**src/sv/tcr_pkg.sv**
```systemverilog
// Package for the token class recognizer: state and class encodings,
// configuration types and character class helpers. No dependencies.
package tcr_pkg;

  localparam int unsigned CharW  = 8;
  localparam int unsigned CountW = 6;
  localparam int unsigned CfgW   = 6;
  localparam int unsigned CfgIdxW = 2;

  localparam logic [CountW-1:0] CountMax = '1;

  localparam logic [CfgW-1:0] MinFloatLenRst  = CfgW'(3);
  localparam logic [CfgW-1:0] MaxNumberLenRst = CfgW'(50);
  localparam logic [CfgW-1:0] MaxIdentLenRst  = CfgW'(10);

  typedef enum logic [CfgIdxW-1:0] {
    REG_MIN_FLOAT_LEN  = 2'd0,
    REG_MAX_NUMBER_LEN = 2'd1,
    REG_MAX_IDENT_LEN  = 2'd2
  } cfg_reg_e;

  typedef enum logic [3:0] {
    ST_START    = 4'd0,
    ST_MINUS    = 4'd1,
    ST_ZERO_POS = 4'd2,
    ST_ZERO_NEG = 4'd3,
    ST_INT_HEAD = 4'd4,
    ST_POINT    = 4'd5,
    ST_FRAC     = 4'd6,
    ST_INT_BODY = 4'd8,
    ST_ID_FIRST = 4'd10,
    ST_ID_REST  = 4'd11,
    ST_STRING   = 4'd13
  } scan_state_e;

  typedef enum logic [1:0] {
    CLS_FLOAT    = 2'd0,
    CLS_INTEGER  = 2'd1,
    CLS_VARIABLE = 2'd2,
    CLS_STRING   = 2'd3
  } token_class_e;

  typedef struct packed {
    logic [CfgW-1:0] min_float_len;
    logic [CfgW-1:0] max_number_len;
    logic [CfgW-1:0] max_ident_len;
  } cfg_t;

  localparam logic [CharW-1:0] ChMinus = 8'h2D;
  localparam logic [CharW-1:0] ChPoint = 8'h2E;
  localparam logic [CharW-1:0] ChUnder = 8'h5F;
  localparam logic [CharW-1:0] ChZero  = 8'h30;
  localparam logic [CharW-1:0] ChNine  = 8'h39;

  function automatic logic is_digit(logic [CharW-1:0] c);
    return (c >= ChZero) && (c <= ChNine);
  endfunction

  function automatic logic is_alpha(logic [CharW-1:0] c);
    return ((c >= 8'h41) && (c <= 8'h5A)) || ((c >= 8'h61) && (c <= 8'h7A)) ||
           (c == ChUnder);
  endfunction

endpackage

```
**src/sv/token_class_recognizer.sv**
```systemverilog
// Token class recognizer, top level: configuration registers, recognizer and
// the registered result stage with a skid entry. Uses tcr_pkg and tcr_scan.
//
// Usage: characters of a token arrive one per request on the input channel
// (in_valid_i / in_stall_o, char_byte_i). A zero byte ends the token and
// produces exactly one result on the output channel (out_valid_o /
// out_stall_i, token_class_o): 0 float, 1 integer, 2 variable, 3 string.
// Other bytes produce no result.
// Throughput is one character per cycle while in_stall_o is low. A result
// reaches the output through the result register, via the skid entry when that register is held.
// A skid entry behind the result register lets the block keep taking
// characters while a result waits; the input stalls only when both hold a
// result, and only then.
// The three length limits are written through cfg_we_i / cfg_idx_i / cfg_wdata_i;
// the user must do so only while the block is idle, the block does not enforce it; index 3 is ignored.
// Reset returns the recognizer to its start state, clears the count, empties
// the output stage and loads the limits with 3, 50 and 10.
module token_class_recognizer (
  input  logic                          clk_i,
  input  logic                          rst_ni,
  input  logic                          in_valid_i,
  output logic                          in_stall_o,
  input  logic [tcr_pkg::CharW-1:0]     char_byte_i,
  output logic                          out_valid_o,
  input  logic                          out_stall_i,
  output logic [1:0]                    token_class_o,
  input  logic                          cfg_we_i,
  input  logic [tcr_pkg::CfgIdxW-1:0]   cfg_idx_i,
  input  logic [tcr_pkg::CfgW-1:0]      cfg_wdata_i
);
  import tcr_pkg::*;

  cfg_t          cfg_q;
  logic          in_accept;
  logic          res_valid;
  token_class_e  end_class;
  logic          out_free;

  logic          out_valid_q, skid_valid_q;
  token_class_e  out_class_q, skid_class_q;

  assign in_accept = in_valid_i && !in_stall_o;
  assign res_valid = in_accept && (char_byte_i == '0);
  assign out_free  = !out_valid_q || !out_stall_i;

  always_ff @(posedge clk_i or negedge rst_ni) begin
    if (!rst_ni) begin
      cfg_q.min_float_len  <= MinFloatLenRst;
      cfg_q.max_number_len <= MaxNumberLenRst;
      cfg_q.max_ident_len  <= MaxIdentLenRst;
    end else if (cfg_we_i) begin
      unique case (cfg_idx_i)
        REG_MIN_FLOAT_LEN:  cfg_q.min_float_len  <= cfg_wdata_i;
        REG_MAX_NUMBER_LEN: cfg_q.max_number_len <= cfg_wdata_i;
        REG_MAX_IDENT_LEN:  cfg_q.max_ident_len  <= cfg_wdata_i;
        default: ;
      endcase
    end
  end

  tcr_scan u_scan (
    .clk_i       (clk_i),
    .rst_ni      (rst_ni),
    .step_i      (in_accept),
    .char_byte_i (char_byte_i),
    .cfg_i       (cfg_q),
    .end_class_o (end_class)
  );

  // The skid entry fills only while the result register is held, so the
  // input never sees a new request while the skid entry is occupied.
  always_ff @(posedge clk_i or negedge rst_ni) begin
    if (!rst_ni) begin
      out_valid_q  <= 1'b0;
      skid_valid_q <= 1'b0;
    end else if (out_free) begin
      if (skid_valid_q) begin
        out_valid_q  <= 1'b1;
        skid_valid_q <= 1'b0;
      end else begin
        out_valid_q <= res_valid;
      end
    end else if (res_valid) begin
      skid_valid_q <= 1'b1;
    end
  end

  always_ff @(posedge clk_i) begin
    if (out_free) begin
      out_class_q <= skid_valid_q ? skid_class_q : end_class;
    end
    if (!out_free && res_valid) begin
      skid_class_q <= end_class;
    end
  end

  assign in_stall_o    = skid_valid_q;
  assign out_valid_o   = out_valid_q;
  assign token_class_o = out_class_q;

endmodule

```
**src/sv/tcr_scan.sv**
```systemverilog
// Recognizer state machine and character counter of the token class recognizer.
// Uses tcr_pkg for encodings, configuration type and character classes.
module tcr_scan (
  input  logic                       clk_i,
  input  logic                       rst_ni,
  input  logic                       step_i,
  input  logic [tcr_pkg::CharW-1:0]  char_byte_i,
  input  tcr_pkg::cfg_t              cfg_i,
  output tcr_pkg::token_class_e      end_class_o
);
  import tcr_pkg::*;

  scan_state_e        state_q, state_d;
  logic [CountW-1:0]  count_q, count_d;
  scan_state_e        step_state;

  // Transition for one non-terminating character.
  always_comb begin
    step_state = ST_STRING;
    unique case (state_q)
      ST_START: begin
        if (char_byte_i == ChMinus)       step_state = ST_MINUS;
        else if (char_byte_i == ChZero)   step_state = ST_ZERO_POS;
        else if (is_digit(char_byte_i))   step_state = ST_INT_HEAD;
        else if (is_alpha(char_byte_i))   step_state = ST_ID_FIRST;
      end
      ST_MINUS: begin
        if (char_byte_i == ChZero)        step_state = ST_ZERO_NEG;
        else if (is_digit(char_byte_i))   step_state = ST_INT_HEAD;
      end
      ST_ZERO_POS, ST_ZERO_NEG: begin
        if (char_byte_i == ChPoint)       step_state = ST_POINT;
      end
      ST_INT_HEAD, ST_INT_BODY: begin
        if (char_byte_i == ChPoint)       step_state = ST_POINT;
        else if (is_digit(char_byte_i))   step_state = ST_INT_BODY;
      end
      ST_POINT, ST_FRAC: begin
        if (is_digit(char_byte_i))        step_state = ST_FRAC;
      end
      ST_ID_FIRST, ST_ID_REST: begin
        if (is_alpha(char_byte_i) || is_digit(char_byte_i)) step_state = ST_ID_REST;
      end
      default: step_state = ST_STRING;
    endcase
  end

  // A zero byte closes the token and rearms the recognizer.
  always_comb begin
    state_d = state_q;
    count_d = count_q;
    if (step_i) begin
      if (char_byte_i == '0) begin
        state_d = ST_START;
        count_d = '0;
      end else begin
        state_d = step_state;
        if (count_q != CountMax) count_d = count_q + CountW'(1);
      end
    end
  end

  always_comb begin
    end_class_o = CLS_STRING;
    unique case (state_q)
      ST_FRAC: begin
        if ((count_q >= cfg_i.min_float_len) && (count_q <= cfg_i.max_number_len))
          end_class_o = CLS_FLOAT;
      end
      ST_ZERO_POS, ST_INT_HEAD, ST_INT_BODY: begin
        if ((count_q != '0) && (count_q <= cfg_i.max_number_len))
          end_class_o = CLS_INTEGER;
      end
      ST_ID_FIRST, ST_ID_REST: begin
        if ((count_q != '0) && (count_q <= cfg_i.max_ident_len))
          end_class_o = CLS_VARIABLE;
      end
      default: end_class_o = CLS_STRING;
    endcase
  end

  always_ff @(posedge clk_i or negedge rst_ni) begin
    if (!rst_ni) begin
      state_q <= ST_START;
      count_q <= '0;
    end else begin
      state_q <= state_d;
      count_q <= count_d;
    end
  end

endmodule

```
**config.mk**
```make
export PLATFORM = sky130hd
export DESIGN_NAME = token_class_recognizer
export DESIGN_NICKNAME = d
export VERILOG_FILES = /design/src/sv/tcr_pkg.sv /design/src/sv/token_class_recognizer.sv /design/src/sv/tcr_scan.sv
export SDC_FILE = /design/constraint.sdc
export NUM_CORES = 1
export LEC_CHECK = 0
export BUFFER_PORTS_ARGS = -buffer_cell sky130_fd_sc_hd__buf_2
export CORE_UTILIZATION = 60
export DETAILED_ROUTE_END_ITERATION = 10
export GPL_TIMING_DRIVEN = 1
export PLACE_DENSITY = 0.81
export SYNTH_ARGS = -nofsm -noshare
export SYNTH_HDL_FRONTEND = slang
export SYNTH_HIERARCHICAL = 1
export SYNTH_SLANG_ARGS = --single-unit
```
**constraint.sdc**
```tcl
create_clock -name clk_i -period 5.1 [get_ports clk_i]
set_clock_uncertainty 0.2 [all_clocks]
set_input_delay 0.51 -clock clk_i [delete_from_list [all_inputs] [get_ports clk_i]]
set_output_delay 0.51 -clock clk_i [all_outputs]
set_load 0.02 [all_outputs]
```
==> run_results.csv <==
group,metric,value,unit
logic_synthesis,ys_warn_count,6,
sta,final_hold_viol_count,0,
detailed_routing,postRouteAntennaNets,0,
logic_synthesis,synth_area_per_cell,10.28,um2
global_route,antenna_found_initial,0,
clock_tree,post_cts_buffers,0,
floorplanning,die-area,4248,um2
logic_synthesis,seq_area_frac_synth,0.3673,
floorplanning,die_h,65.18,um
setup_path,cp.arrival,2.28,ns
clock_tree,cts_sinks,34,
job,cap_violations,0,
final_layout,area_delta_synth_final,7.889,%
logic_synthesis,synth-edff-count,4,
placement,place_congestion,0.9463,
setup_path,startpoint_type,"flip-flop",
sta,fmax,0.4073,GHz
pwr,power_density,360.4,nW/um2
final_layout,drive_gt1_frac,0.2846,
sta,period_minus_slack,2.455,ns
final_layout,final_common_cell,"buf_2",
detailed_routing,totalWireLength,4659,um
floorplanning,core,3744,um2
sta,setup_slack,2.645,ns
setup_path,critPathSlowestCell,"dfrtp_1",
pwr,power.total,931.2,uW
floorplanning,die_w,65.18,um
clock_tree,cts_made_buffers,5,
outcome,status,"completed",
setup_path,cp_max_fo,8,
placement,post-place-ws,2.531,ns
logic_synthesis,ys_types,60,
detailed_routing,wl_met2,2042,um
detailed_routing,wl_per_cell,15.13,um
clock_tree,cts_root_buf,"clkbuf_8",
setup_path,crit_path_end_kind,"flip-flop",
final_layout,fillers,303,
placement,port_buffers,24,
logic_synthesis,synth-seq-cells,34,
detailed_routing,m1WireLength,2305,um
final_layout,finalCoreUtilization,0.6902,
logic_synthesis,synth-async-reset-ratio,0.8824,
logic_synthesis,synth_top_cell_by_area,"dfrtp_1",
global_route,grt_pass1_vias,1578,
global_route,grt_pass1_wl,7603,um
logic_synthesis,synth_area,2395,um2
clock_tree,cts_resized,0,
setup_path,critPathRequiredTime,4.93,ns
setup_path,critPathMaxStageDelay,0.48,ns
clock_tree,cts_tree,"yes",
detailed_routing,drc,0,
final_layout,nNetsFinal,300,
detailed_routing,top_layer,"met4",
clock_tree,cts_hold_buf,0,
clock_tree,path_clk_slew,0.07,ns
setup_path,critical_path_class,"flip-flop to flip-flop",
detailed_routing,drt_iter0_markers,106,
logic_synthesis,synth_flop_cell,"dfrtp_1",
final_layout,n_antenna_cell,0,
logic_synthesis,syn_inst,233,
worst_hold_path,hp-class,"primary input to async pin",
logic_synthesis,synth.top_cell.area_share,0.2403,
sta,worstMarginPinSlew,0.6803,ns
sta,setup_viol,0,
clock_tree,cts_max_path_buffers,2,
pwr,peakVddDrop,0.2138,mV
sta,min_period_over_period,0.4814,
final_layout,layout_common_cells,"24 x buf_2, 23 x dfrtp_1, 20 x mux2_2, 20 x ha_1, 19 x inv_1",
global_route,grt_start_max_net_pins,31,
pwr,power_leakage,0.001134,uW
placement,dp_hpwl,3423,um
clock_tree,clock_latency,0.28,ns
sta,rsz0062_at_grt,"no",
global_route,track_usage,0.2338,
floorplanning,start_util,0.6397,
sta,relSlewSlack,0.5465,
detailed_routing,dr_wl_met3,257,um
logic_synthesis,yosys-top-cells-area,"dfrtp_1 24%, ha_1 10%, mux2_2 9.4%, dfstp_2 7.7%, edfxtp_1 5.0%",
sta,tns,0,ns
detailed_routing,first_pass_iters,4,
detailed_routing,detail_route.vias_per_cell,6.094,
floorplanning,ios,25,
clock_tree,h-tree-depth,2,
sta,whs,0.06155,ns
sta,drv_slew,0,
setup_path,worstRegToRegCells,7,
logic_synthesis,synth_nets,274,
floorplanning,rows,22,
detailed_routing,num_vias,1877,
global_route,globalRoute.totalOverflow,0,
setup_path,cp_cell_sequence,"ha_1, a21o_1, a21oi_1, a21boi_0, o21ai_0, a22oi_1, mux2_2",
## synthesized netlist by cell type, drive strengths merged, types with 2 or more instances
| master | count |
|---|---|
| mux2 | 20 |
| a211oi | 2 |
| o21bai | 2 |
| dfstp | 7 |
| inv | 19 |
| nor4 | 2 |
| nor2b | 6 |
| o21ai | 12 |
| a31oi | 3 |
| buf | 2 |
| mux2i | 2 |
| or3 | 3 |
| xor2 | 3 |
| ha | 20 |
| nand4 | 6 |
| nand3b | 3 |
| a21oi | 14 |
| clkbuf | 3 |
| o31ai | 2 |
| edfxtp | 4 |
| nor3 | 4 |
| or4 | 3 |
| nor2 | 9 |
| and2b | 3 |
| dfrtp | 23 |
| a311oi | 2 |
| a21o | 2 |
| a32oi | 2 |
| nand3 | 6 |
| nor3b | 2 |
| nand2 | 14 |
| nor4bb | 2 |
| and3 | 3 |
## where the power goes
group	internal, uW	switching (uW)	leakage (uW)
sequential	335	69.5	0.000382
clock	109	93.2	0.0000482
combinational	160	165	0.000703
total	604	327	0.00113
## state kept, by name, indices dropped and copies added, names as in the netlist
register / flops
cfg_q: 18
u_scan/state_q: 4
skid_class_q: 2
u_scan/count_q: 6
out_valid_o: 1
token_class_o: 2
in_stall_o: 1
## layer usage
layer | up-vias | global-route usage
met3 | 6 | 0.04688
met4 | 0 | 0.04348
met5 | - | 0
met2 | 57 | 0.3441
li1 | 930 | -
met1 | 884 | 0.3557
## worst max-delay path: cells and delay by family, from the launching register on
kind	cells	cell delay, ns
muxes	1	0.29
AOI/OAI and AO/OA	5	0.89
DFF	1	0.48
adders and majority gates	1	0.34
## cell families (layout without fill, tap and decap cells)
logic type | after synthesis | in the layout | synth area share
and+or+nand+nor | 73 | 73 | 0.1923
AOI/OAI and AO/OA | 55 | 55 | 0.1515
DFF | 34 | 34 | 0.3673
buffers and inverters | 25 | 52 | 0.06740
muxes | 22 | 22 | 0.1024
adders and majority gates | 20 | 20 | 0.1045
xor gates and xnor gates | 4 | 4 | 0.01463
## layout make-up
| class | instances | area (um2) | share of cell area |
|---|---|---|---|
| Timing Repair Buffer | 25 | 127.6 | 0.04939 |
| Clock buffer | 7 | 86.33 | 0.03341 |
| Inverter | 19 | 71.32 | 0.02760 |
| Multi-Input combinational cell | 174 | 1354 | 0.5240 |
| Tap cell | 48 | 60.06 | 0.02324 |
| Sequential cell | 34 | 879.6 | 0.3404 |
| Clock inverter | 1 | 5.005 | 0.001937 |
## path summary, 6_finish.rpt
| path | start | end | slack (ns) |
|---|---|---|---|
| min reg2reg | cfg_q[16]$_DFFE_PN0P_ | cfg_q[16]$_DFFE_PN0P_ | 0.31 |
| max in group asynchronous | rst_ni | out_valid_o$_DFFE_PN0N_ | 4.19 |
| min in group clk_i | cfg_wdata_i[4] | cfg_q[4]$_DFFE_PN0P_ | 0.29 |
| max | u_scan/count_q[3]$_DFFE_PN0P_ | token_class_o[0]$_DFFE_PN_ | 2.64 |
| max reg2reg | u_scan/count_q[3]$_DFFE_PN0P_ | token_class_o[0]$_DFFE_PN_ | 2.64 |
| min | rst_ni | cfg_q[8]$_DFFE_PN0P_ | 0.06 |
## stage by stage
stage,instance area [um2],cells
finish,2584,308
global route,2584,308
CTS,2584,308
detailed placement,2492,300
global placement,2492,300
floorplan,2395,233
Power figures use the tool's default switching activity.
